[src/design/cse_pkg.sv]
// Shared constants, types and datapath command codes for the cubic spline evaluator.
// Used by cse_ctrl, cse_dp and cubic_spline_evaluator; no dependencies.
package cse_pkg;

  localparam int MAX_KNOTS = 64;
  localparam int FRAC_BITS = 16;
  localparam int IDX_W     = $clog2(MAX_KNOTS);
  localparam int CNT_W     = 7;
  localparam int ENTRY_W   = 160;
  localparam int IN_W      = 200;
  localparam int OUT_W     = 40;
  localparam int DIV_STEPS = 33;

  localparam logic [1:0] MODE_PERIODIC = 2'd0;
  localparam logic [1:0] MODE_NATURAL  = 2'd1;
  localparam logic [1:0] MODE_CUBIC    = 2'd2;
  localparam logic       CMD_LOAD      = 1'b0;

  typedef enum logic [3:0] {
    OP_NONE,
    OP_LOAD,
    OP_START,
    OP_X0,
    OP_PERIOD,
    OP_DIVSTEP,
    OP_WRAPFIX,
    OP_CACHE,
    OP_SINIT,
    OP_SCMP,
    OP_SDONE,
    OP_ELOAD,
    OP_MUL,
    OP_ADD,
    OP_OUT
  } dp_op_e;

  typedef enum logic [2:0] {
    AS_ZERO,
    AS_LAST,
    AS_CACHE,
    AS_I,
    AS_I1,
    AS_K
  } addr_sel_e;

  typedef struct packed {
    dp_op_e    op;
    addr_sel_e addr;
  } cmd_t;

  typedef struct packed {
    logic do_wrap;
    logic cache_bad;
    logic ul_lt_x;
    logic x_lt_ul;
    logic i_top;
    logic srch_more;
    logic step_last;
    logic out_free;
  } sts_t;

endpackage

[src/design/cse_ctrl.sv]
// Sequencer for load and query items of the cubic spline evaluator.
// Depends on cse_pkg; drives cse_dp through cmd_t and reads sts_t.
module cse_ctrl (
  input  logic          clk_i,
  input  logic          rst_ni,
  input  logic          in_valid_i,
  input  logic          in_command_i,
  output logic          in_ready_o,
  input  cse_pkg::sts_t sts_i,
  output cse_pkg::cmd_t cmd_o
);
  import cse_pkg::*;

  localparam logic [3:0] S_IDLE  = 4'd0;
  localparam logic [3:0] S_RX0   = 4'd1;
  localparam logic [3:0] S_RXL   = 4'd2;
  localparam logic [3:0] S_PER   = 4'd3;
  localparam logic [3:0] S_DIV   = 4'd4;
  localparam logic [3:0] S_FIX   = 4'd5;
  localparam logic [3:0] S_CHK   = 4'd6;
  localparam logic [3:0] S_CI    = 4'd7;
  localparam logic [3:0] S_CI1   = 4'd8;
  localparam logic [3:0] S_SINIT = 4'd9;
  localparam logic [3:0] S_SK    = 4'd10;
  localparam logic [3:0] S_SC    = 4'd11;
  localparam logic [3:0] S_ERD   = 4'd12;
  localparam logic [3:0] S_ELD   = 4'd13;
  localparam logic [3:0] S_MUL   = 4'd14;
  localparam logic [3:0] S_ADD   = 4'd15;

  localparam logic [5:0] DIV_LAST = 6'(DIV_STEPS - 1);

  logic [3:0] state_q, state_d;
  logic [5:0] cnt_q, cnt_d;
  logic       out_wait_q, out_wait_d;

  assign in_ready_o = (state_q == S_IDLE) && !out_wait_q;

  always_comb begin
    state_d    = state_q;
    cnt_d      = cnt_q;
    out_wait_d = out_wait_q;
    cmd_o.op   = OP_NONE;
    cmd_o.addr = AS_ZERO;
    case (state_q)
      S_IDLE: begin
        if (out_wait_q) begin
          // hold the finished result until the output register frees up
          if (sts_i.out_free) begin
            cmd_o.op   = OP_OUT;
            out_wait_d = 1'b0;
          end
        end else if (in_valid_i) begin
          if (in_command_i == CMD_LOAD) begin
            cmd_o.op = OP_LOAD;
          end else begin
            cmd_o.op = OP_START;
            state_d  = S_RX0;
          end
        end
      end
      S_RX0: begin
        cmd_o.addr = AS_ZERO;
        state_d    = S_RXL;
      end
      S_RXL: begin
        cmd_o.op   = OP_X0;
        cmd_o.addr = AS_LAST;
        state_d    = S_PER;
      end
      S_PER: begin
        cmd_o.op = OP_PERIOD;
        cnt_d    = '0;
        state_d  = S_DIV;
      end
      S_DIV: begin
        if (!sts_i.do_wrap) begin
          state_d = S_CHK;
        end else begin
          cmd_o.op = OP_DIVSTEP;
          cnt_d    = cnt_q + 6'd1;
          if (cnt_q == DIV_LAST) begin
            state_d = S_FIX;
          end
        end
      end
      S_FIX: begin
        cmd_o.op = OP_WRAPFIX;
        state_d  = S_CHK;
      end
      S_CHK: begin
        cmd_o.op   = OP_CACHE;
        cmd_o.addr = AS_CACHE;
        state_d    = sts_i.cache_bad ? S_SINIT : S_CI;
      end
      S_CI: begin
        cmd_o.addr = AS_I1;
        if (sts_i.ul_lt_x) begin
          state_d = S_SINIT;
        end else if (sts_i.i_top) begin
          state_d = S_ERD;
        end else begin
          state_d = S_CI1;
        end
      end
      S_CI1: begin
        state_d = sts_i.x_lt_ul ? S_SINIT : S_ERD;
      end
      S_SINIT: begin
        cmd_o.op = OP_SINIT;
        state_d  = S_SK;
      end
      S_SK: begin
        cmd_o.addr = AS_K;
        if (sts_i.srch_more) begin
          state_d = S_SC;
        end else begin
          cmd_o.op = OP_SDONE;
          state_d  = S_ERD;
        end
      end
      S_SC: begin
        cmd_o.op = OP_SCMP;
        state_d  = S_SK;
      end
      S_ERD: begin
        cmd_o.addr = AS_I;
        state_d    = S_ELD;
      end
      S_ELD: begin
        cmd_o.op = OP_ELOAD;
        state_d  = S_MUL;
      end
      S_MUL: begin
        cmd_o.op = OP_MUL;
        state_d  = S_ADD;
      end
      S_ADD: begin
        cmd_o.op = OP_ADD;
        if (sts_i.step_last) begin
          out_wait_d = 1'b1;
          state_d    = S_IDLE;
        end else begin
          state_d = S_MUL;
        end
      end
      default: state_d = S_IDLE;
    endcase
  end

  always_ff @(posedge clk_i or negedge rst_ni) begin
    if (!rst_ni) begin
      state_q    <= S_IDLE;
      cnt_q      <= '0;
      out_wait_q <= 1'b0;
    end else begin
      state_q    <= state_d;
      cnt_q      <= cnt_d;
      out_wait_q <= out_wait_d;
    end
  end

  a_div_bound: assert property (@(posedge clk_i) disable iff (!rst_ni)
    (state_q == S_DIV) |-> (cnt_q <= DIV_LAST))
    else $error("remainder step count overran");

  a_query_busy: assert property (@(posedge clk_i) disable iff (!rst_ni)
    (in_valid_i && in_ready_o && in_command_i != CMD_LOAD) |=> !in_ready_o)
    else $error("ready stayed high after a query was accepted");

  a_out_release: assert property (@(posedge clk_i) disable iff (!rst_ni)
    (out_wait_q && sts_i.out_free) |=> (!out_wait_q && state_q == S_IDLE))
    else $error("pending result not released");

endmodule

[config.mk]
export PLATFORM = sky130hd
export DESIGN_NAME = cse_ctrl
export DESIGN_NICKNAME = d
export VERILOG_FILES = /design/src/design/cse_pkg.sv /design/src/design/cse_ctrl.sv
export SDC_FILE = /design/constraint.sdc
export NUM_CORES = 1
export LEC_CHECK = 0
export BUFFER_PORTS_ARGS = -buffer_cell sky130_fd_sc_hd__buf_2
export CAP_MARGIN = 20
export CORE_UTILIZATION = 29
export DETAILED_ROUTE_END_ITERATION = 6
export GPL_TIMING_DRIVEN = 0
export SETUP_SLACK_MARGIN = 0.02
export SLEW_MARGIN = 0
export SYNTH_ARGS = -nofsm -noshare
export SYNTH_HDL_FRONTEND = slang
export SYNTH_SLANG_ARGS = --single-unit
[constraint.sdc]
create_clock -name clk_i -period 1.35 [get_ports clk_i]
set_clock_uncertainty 0.15 [all_clocks]
set_input_delay 0.135 -clock clk_i [delete_from_list [all_inputs] [get_ports clk_i]]
set_output_delay 0.135 -clock clk_i [all_outputs]
set_load 0.02 [all_outputs]
==> flow_summary.json, run 1 <==
{
  "internal-power_uw": 2477,
  "synth.largest_area_cell": "dfrtp_1",
  "fin_nets": 192,
  "start_util_pct": 31.13,
  "fin_crit_sh_pct": 144.4,
  "path_depth": 6,
  "crit_path_frequent_cell": "buf_6",
  "cts_htree_levels": 1,
  "grt_max_degree": 12,
  "grt_pass1_wl_um": 5437,
  "clk_latency_ps": 270,
  "cts_tree": "built",
  "path_max_fanout": 7,
  "grt_overflow": 0,
  "vdd_drop_max_mv": 1.560,
  "wirelength_um": 3518,
  "clk_pin_slew_ps": 80,
  "max_slew.worst_pin.slew_ps": 478.4,
  "critPathMaxStageDelay_ps": 370,
  "p_clk_share_pct": 5.0,
  "cts_buffers": 3,
  "rr_endpoint": "state_q[0]",
  "dpl.hpwl_um": 1935,
  "place.gp.congestion": 0.9240,
  "maxCapViolations": 0,
  "die_y_um": 59.71,
  "multi_input_comb_area_um2": 819.5,
  "seq_power_share_pct": 12.8,
  "crit_end": "cmd_o[4]",
  "cts_sinks": 11,
  "worstReg2RegStart": "state_q[2]",
  "design.core.area_mm2": 0.003103,
  "synthTopCellsByArea": "dfrtp_1 (28%), nand2_1 (5.4%), a21oi_1 (3.6%), o21ai_0 (3.6%), xor2_1 (3.6%)",
  "setup_viol": 19,
  "rows": 20,
  "antenna_found_initial": 0,
  "critPathLaunchType": "flip-flop",
  "power_uw": 4421,
  "critPathCaptureType": "output pin",
  "finalNonFillerCells": 221,
  "io_buffers": 19,
  "vias": 1156,
  "area_growth_pct": 85.23,
  "groute.usage.overall_pct": 20.82,
  "ys_seq_elements": 11,
  "wl_per_cell_um": 15.92,
  "sw_frac_of_total_pct": 43.97,
  "min_path_type": "in -> reg",
  "avgViaCountPerCell": 5.231,
  "synth_edf_count": 0,
  "synthCells": 119,
  "die_w_um": 59.71,
  "place_ws_ps": -425.6,
  "rsz0062_at_grt": "true",
  "path_class": "reg -> out",
  "synth.avg_cell_area_um2": 8.117,
  "drcViolationCount": 0,
  "power_leakage_uw": 0.0007862,
  "rrSetupSlack_ps": -420,
  "ys_seq_area_share_pct": 28.50,
  "min_from": "sts_i[6]",
  "dr.pass1.iters": 4,
  "n_fill_cell": 276,
  "syn_area_um2": 965.9,
  "rr_worst_depth": 8,
  "violations": "negative setup slack",
  "p_sw_uw": 1944,
  "slew_headroom_pct": 67.86,
  "crit_slowest_cell": "dfrtp_1",
  "min_period_ps": 1950,
  "diodes": 0,
  "hold_depth": 3,
  "cp-startpoint": "state_q[2]",
  "ant_nets": 0,
  "critPathArrivalTime_ps": 1660,
  "syn-num-nets": 133,
  "ff_latch_area_um2": 275.3,
  "ys_warn_count": 0,
  "drive_above_1_share_pct": 61.02,
  "cpLargestDelayFamily": "simple AND/OR/NAND/NOR gates",
  "p_per_area_mw_per_mm2": 2471,
  "synth_top_area_share_pct": 28.50,
  "setup_ws_ps": -599.7,
  "crit_buf_inv": 2,
  "hold_violations": 0,
  "ys_types": 43,
  "die-area_mm2": 0.003565,
  "share_comb_of_total_power_pct": 82.2,
  "place_inst": 182,
  "cp.required_ps": 1070,
  "path_cells": "buf_6, nand2b_4, or3_4, and2_4, o2111ai_4, buf_6",
  "grt_pass1_vias": 1189,
  "max_freq_mhz": 512.9,
  "cts_buffer_depth": 2,
  "ioPinCount": 20,
  "finalSetupTns_ps": -6533,
  "outcome": "complete, but fails checks",
  "final_core_util_pct": 57.66,
  "slew_violations": 0,
  "root_buffer": "clkbuf_4",
  "synth_ff_type": "dfrtp_1",
  "async_flop_share_pct": 100.0,
  "drt_iter0_drc": 31
}
## what timing repair did
| action | in CTS | in global routing |
|---|---|---|
| hold endpoints to repair | 12 | 0 |
| setup buffers | 25 | 8 |
| hold buffers | 2 | 0 |
| setup endpoints to repair | 19 | 19 |
| resized for setup | 48 | 14 |
| pin swaps | 14 | 9 |
## cell families (layout without fill, tap and decap cells)
group,count (synthesis),after routing,share of synthesized area (%)
AOI/OAI and AO/OA,29,29,20.99
and+or+nand+nor,56,56,33.03
adders and majority gates,2,2,2.590
xor gates and xnor gates,4,4,3.627
buffers and inverters,15,73,9.068
DFF,11,11,28.50
muxes,2,2,2.202
## worst min-delay path by stage
| stage | end | slack, ps |
|---|---|---|
| after floorplan | cnt_q[0] | -310 |
| after detailed placement | cnt_q[3] | -130 |
| after global routing | state_q[3] | 30 |
| final | state_q[3] | 50 |
| after global placement | cnt_q[4] | -130 |
| after CTS | state_q[3] | 30 |
## layout make-up
class                      instances  area share [%]
buffer                            10           7.482
clock buffer                       3           1.259
clock inverter                     1          0.2797
inverter                           5           1.538
multi-input combinational         93           45.80
sequential                        11           15.38
tap                               44           3.077
timing repair buffer              54           25.17
## tightest hold or removal path: stages
cell and delay, ps:
buf_2 120, o21ai_2 120, a21boi_2 50
## through the flow
stage	area, um2	hold WS, ps
2_1_floorplan	1111	-310.6
5_1_grt	1789	25.40
3_5_place_dp	1261	-130.2
6_report	1789	47.29
4_1_cts	1677	30.98
3_3_place_gp	1261	-130.6
## registers in the layout, summed over array words and instances (netlist names)
name / cells
cnt_q: 6
out_wait_q: 1
state_q: 4
## cell usage after synthesis (all sizes together) (4+ instances only)
master and number:
dfrtp 11, and2 5, buf 8, nand3 6, nor2b 4, nand2 15
nand2b 4, xor2 4, o21ai 7, a21oi 7, inv 5, nor2 7
## cell usage in the layout, fill, tap and decap left out, drive strengths merged, types with 4 or more instances in the layout
cell type and count:
buf 60, nand2 15, dfrtp 11, a21oi 7
nor2 7, o21ai 7, nand3 6, clkbuf 5
and2 5, xor2 4, nand2b 4, inv 4
nor2b 4
## power by group through the flow
stage	Sequential [uW]	Combinational, uW	Clock (uW)
2_1_floorplan	559	1720	0
3_3_place_gp	577	2140	0
3_5_place_dp	583	2150	0
4_1_cts	572	3220	225
5_1_grt	584	3830	250
6_report	564	3640	221
## metal layers
layer  part of all wire [%]  track usage [%]  vias to the layer above
li1                       -                -                      543
met1                     41            22.58                      555
met2                     52            37.30                       43
met3                    3.2            3.030                       15
met4                    3.9            13.62                        0
met5                      0                0                        -
No activity file was read; power rests on OpenSTA's default activity.
==> run 2: changes to the inputs <==
CELL_PAD_IN_SITES_DETAIL_PLACEMENT = 1   (was not set)
CELL_PAD_IN_SITES_GLOBAL_PLACEMENT = 1   (was not set)
PLACE_DENSITY_LB_ADDON = 0.1   (was not set)
==> run 2 against run 1 <==
  * Sequential cell count stayed put
  * Highest routed layer unchanged
  * First-iteration DRC count down 23%
  * Sequential power rose by 4.1%
  * Sequential share of layout area up 0.74 points
  * Maximum frequency decreased by 0.77%
  * The run still ends with negative setup slack left
==> flow_summary.json, run 2 (synthesis gave the netlist of run 1 again) <==
{
  "worst_hold_path.endpoint": "out_wait_q",
  "max_freq_mhz": 509.0,
  "place_area_mm2": 0.001261,
  "area_growth_pct": 76.68,
  "hold_depth": 3,
  "wirelength_um": 3552,
  "rr_worst_depth": 8,
  "cts_buffer_depth": 2,
  "reg_top3": "cnt_q (6), state_q (4), out_wait_q (1)",
  "setup_viol": 19,
  "critPathCaptureType": "output pin",
  "slew_headroom_pct": 78.13,
  "min_path_type": "in -> reg",
  "rrSetupSlack_ps": -350,
  "worstReg2RegStart": "state_q[1]",
  "place.gp.congestion": 0.7467,
  "top_register": "cnt_q",
  "groute.usage.overall_pct": 20.67,
  "setup_ws_ps": -614.8,
  "path_class": "reg -> out",
  "clk_latency_ps": 280,
  "drive_above_1_share_pct": 61.18,
  "grt_max_degree": 12,
  "min_period_ps": 1965,
  "diodes": 0,
  "finalHoldWorstSlack_ps": 92.07,
  "die_y_um": 59.71,
  "min_from": "sts_i[1]",
  "internal-power_uw": 2218,
  "vias": 1081,
  "power_leakage_uw": 0.0007489,
  "ant_nets": 0,
  "cts_htree_levels": 1,
  "drcViolationCount": 0,
  "critPathArrivalTime_ps": 1680,
  "die-area_mm2": 0.003565,
  "seq_power_share_pct": 14.4,
  "antenna_found_initial": 0,
  "slew_violations": 0,
  "vdd_drop_max_mv": 1.298,
  "cp.required_ps": 1070,
  "rr_endpoint": "cnt_q[5]",
  "p_per_area_mw_per_mm2": 2384,
  "rsz0062_at_grt": "true",
  "fin_crit_sh_pct": 145.5,
  "wl_per_cell_um": 16.60,
  "start_util_pct": 31.13,
  "rows": 20,
  "die_w_um": 59.71,
  "dpl.hpwl_um": 2249,
  "io_buffers": 19,
  "cts_buffers": 3,
  "p_clk_share_pct": 5.9,
  "cts_sinks": 11,
  "largest_reg_flops": 6,
  "cts_tree": "built",
  "grt_pass1_vias": 1046,
  "root_buffer": "clkbuf_4",
  "ioPinCount": 20,
  "outcome": "complete, but fails checks",
  "max_slew.worst_pin.slew_ps": 324.7,
  "fin_nets": 185,
  "hold_violations": 0,
  "critPathLaunchType": "flip-flop",
  "share_comb_of_total_power_pct": 79.7,
  "grt_pass1_wl_um": 5382,
  "path_max_fanout": 7,
  "layout_common_cells": "buf_6 (20), buf_4 (20), dfrtp_1 (11), buf_2 (11), nand2_2 (7)",
  "avgViaCountPerCell": 5.051,
  "dr.pass1.iters": 2,
  "violations": "negative setup slack",
  "grt_overflow": 0,
  "design.core.area_mm2": 0.003103,
  "drt_iter0_drc": 24,
  "p_sw_uw": 1852,
  "final_cell_area_mm2": 0.001707,
  "sw_frac_of_total_pct": 45.50,
  "power_uw": 4069,
  "clk_pin_slew_ps": 70,
  "maxCapViolations": 0
}
==> run 2: area by class of cell <==
type                    instances  area, um2
fillers                       383       1396
well taps                      44      55.05
flip-flops and latches         11      275.3
plain buffers                   9      103.9
inverters                       5      27.53
repair buffers                 48      397.9
clock buffers                   4      26.28
multi-input cells              93      820.8
==> run 2: worst max-delay path, cell delays in order, from the launching register on <==
cell       delay (ps)
dfrtp_1           380
buf_6             140
nand2b_4          140
or3_4             370
and2_4            170
o2111ai_4          60
buf_6             140
==> run 2: worst max-delay path by stage <==
stage	slack (ps)	startpoint	to	cells after the start
after detailed placement	-440	state_q[3]	cmd_o[4]	6
after global routing	-670	state_q[2]	cmd_o[4]	6
after CTS	-630	state_q[2]	cmd_o[4]	6
after floorplan	-180	state_q[3]	cmd_o[4]	5
final	-610	state_q[2]	cmd_o[4]	6
after global placement	-400	state_q[3]	cmd_o[4]	6
==> run 2: layer usage <==
layer / vias to the layer above / share of wire, % / GRT usage, %
li1: 532 / - / -
met1: 532 / 50 / 29.73
met2: 15 / 47 / 32.70
met3: 2 / 2.3 / 4.545
met4: 0 / 0.45 / 1.993
met5: - / 0 / 0
==> run 2: power by group through the flow <==
stage | logic [uW] | registers, uW | clock network (uW)
floorplan | 1720 | 559 | 0
global placement | 2170 | 579 | 0
detailed placement | 2200 | 586 | 0
CTS | 2870 | 573 | 247
global route | 3470 | 603 | 261
finish | 3240 | 587 | 239
==> run 2: per-stage QoR <==
stage | TNS, ps | utilization, % | cells | worst slack (ps)
global placement | -3291 | 40.65 | 182 | -403.1
detailed placement | -3619 | 40.65 | 182 | -440.6
global route | -8316 | 55.00 | 214 | -671.5
finish | -6863 | 55.00 | 214 | -614.8
floorplan | -727.0 | - | 119 | -175.1
CTS | -6742 | 50.36 | 203 | -632.4
==> run 2: timing repair <==
item / CTS / global route
setup endpoints to repair: 19 / 19
pin swaps: 12 / 16
hold buffers: 2 / 0
resized for setup: 40 / 20
hold endpoints to repair: 12 / 0
cloned: 0 / 0
setup buffers: 16 / 12
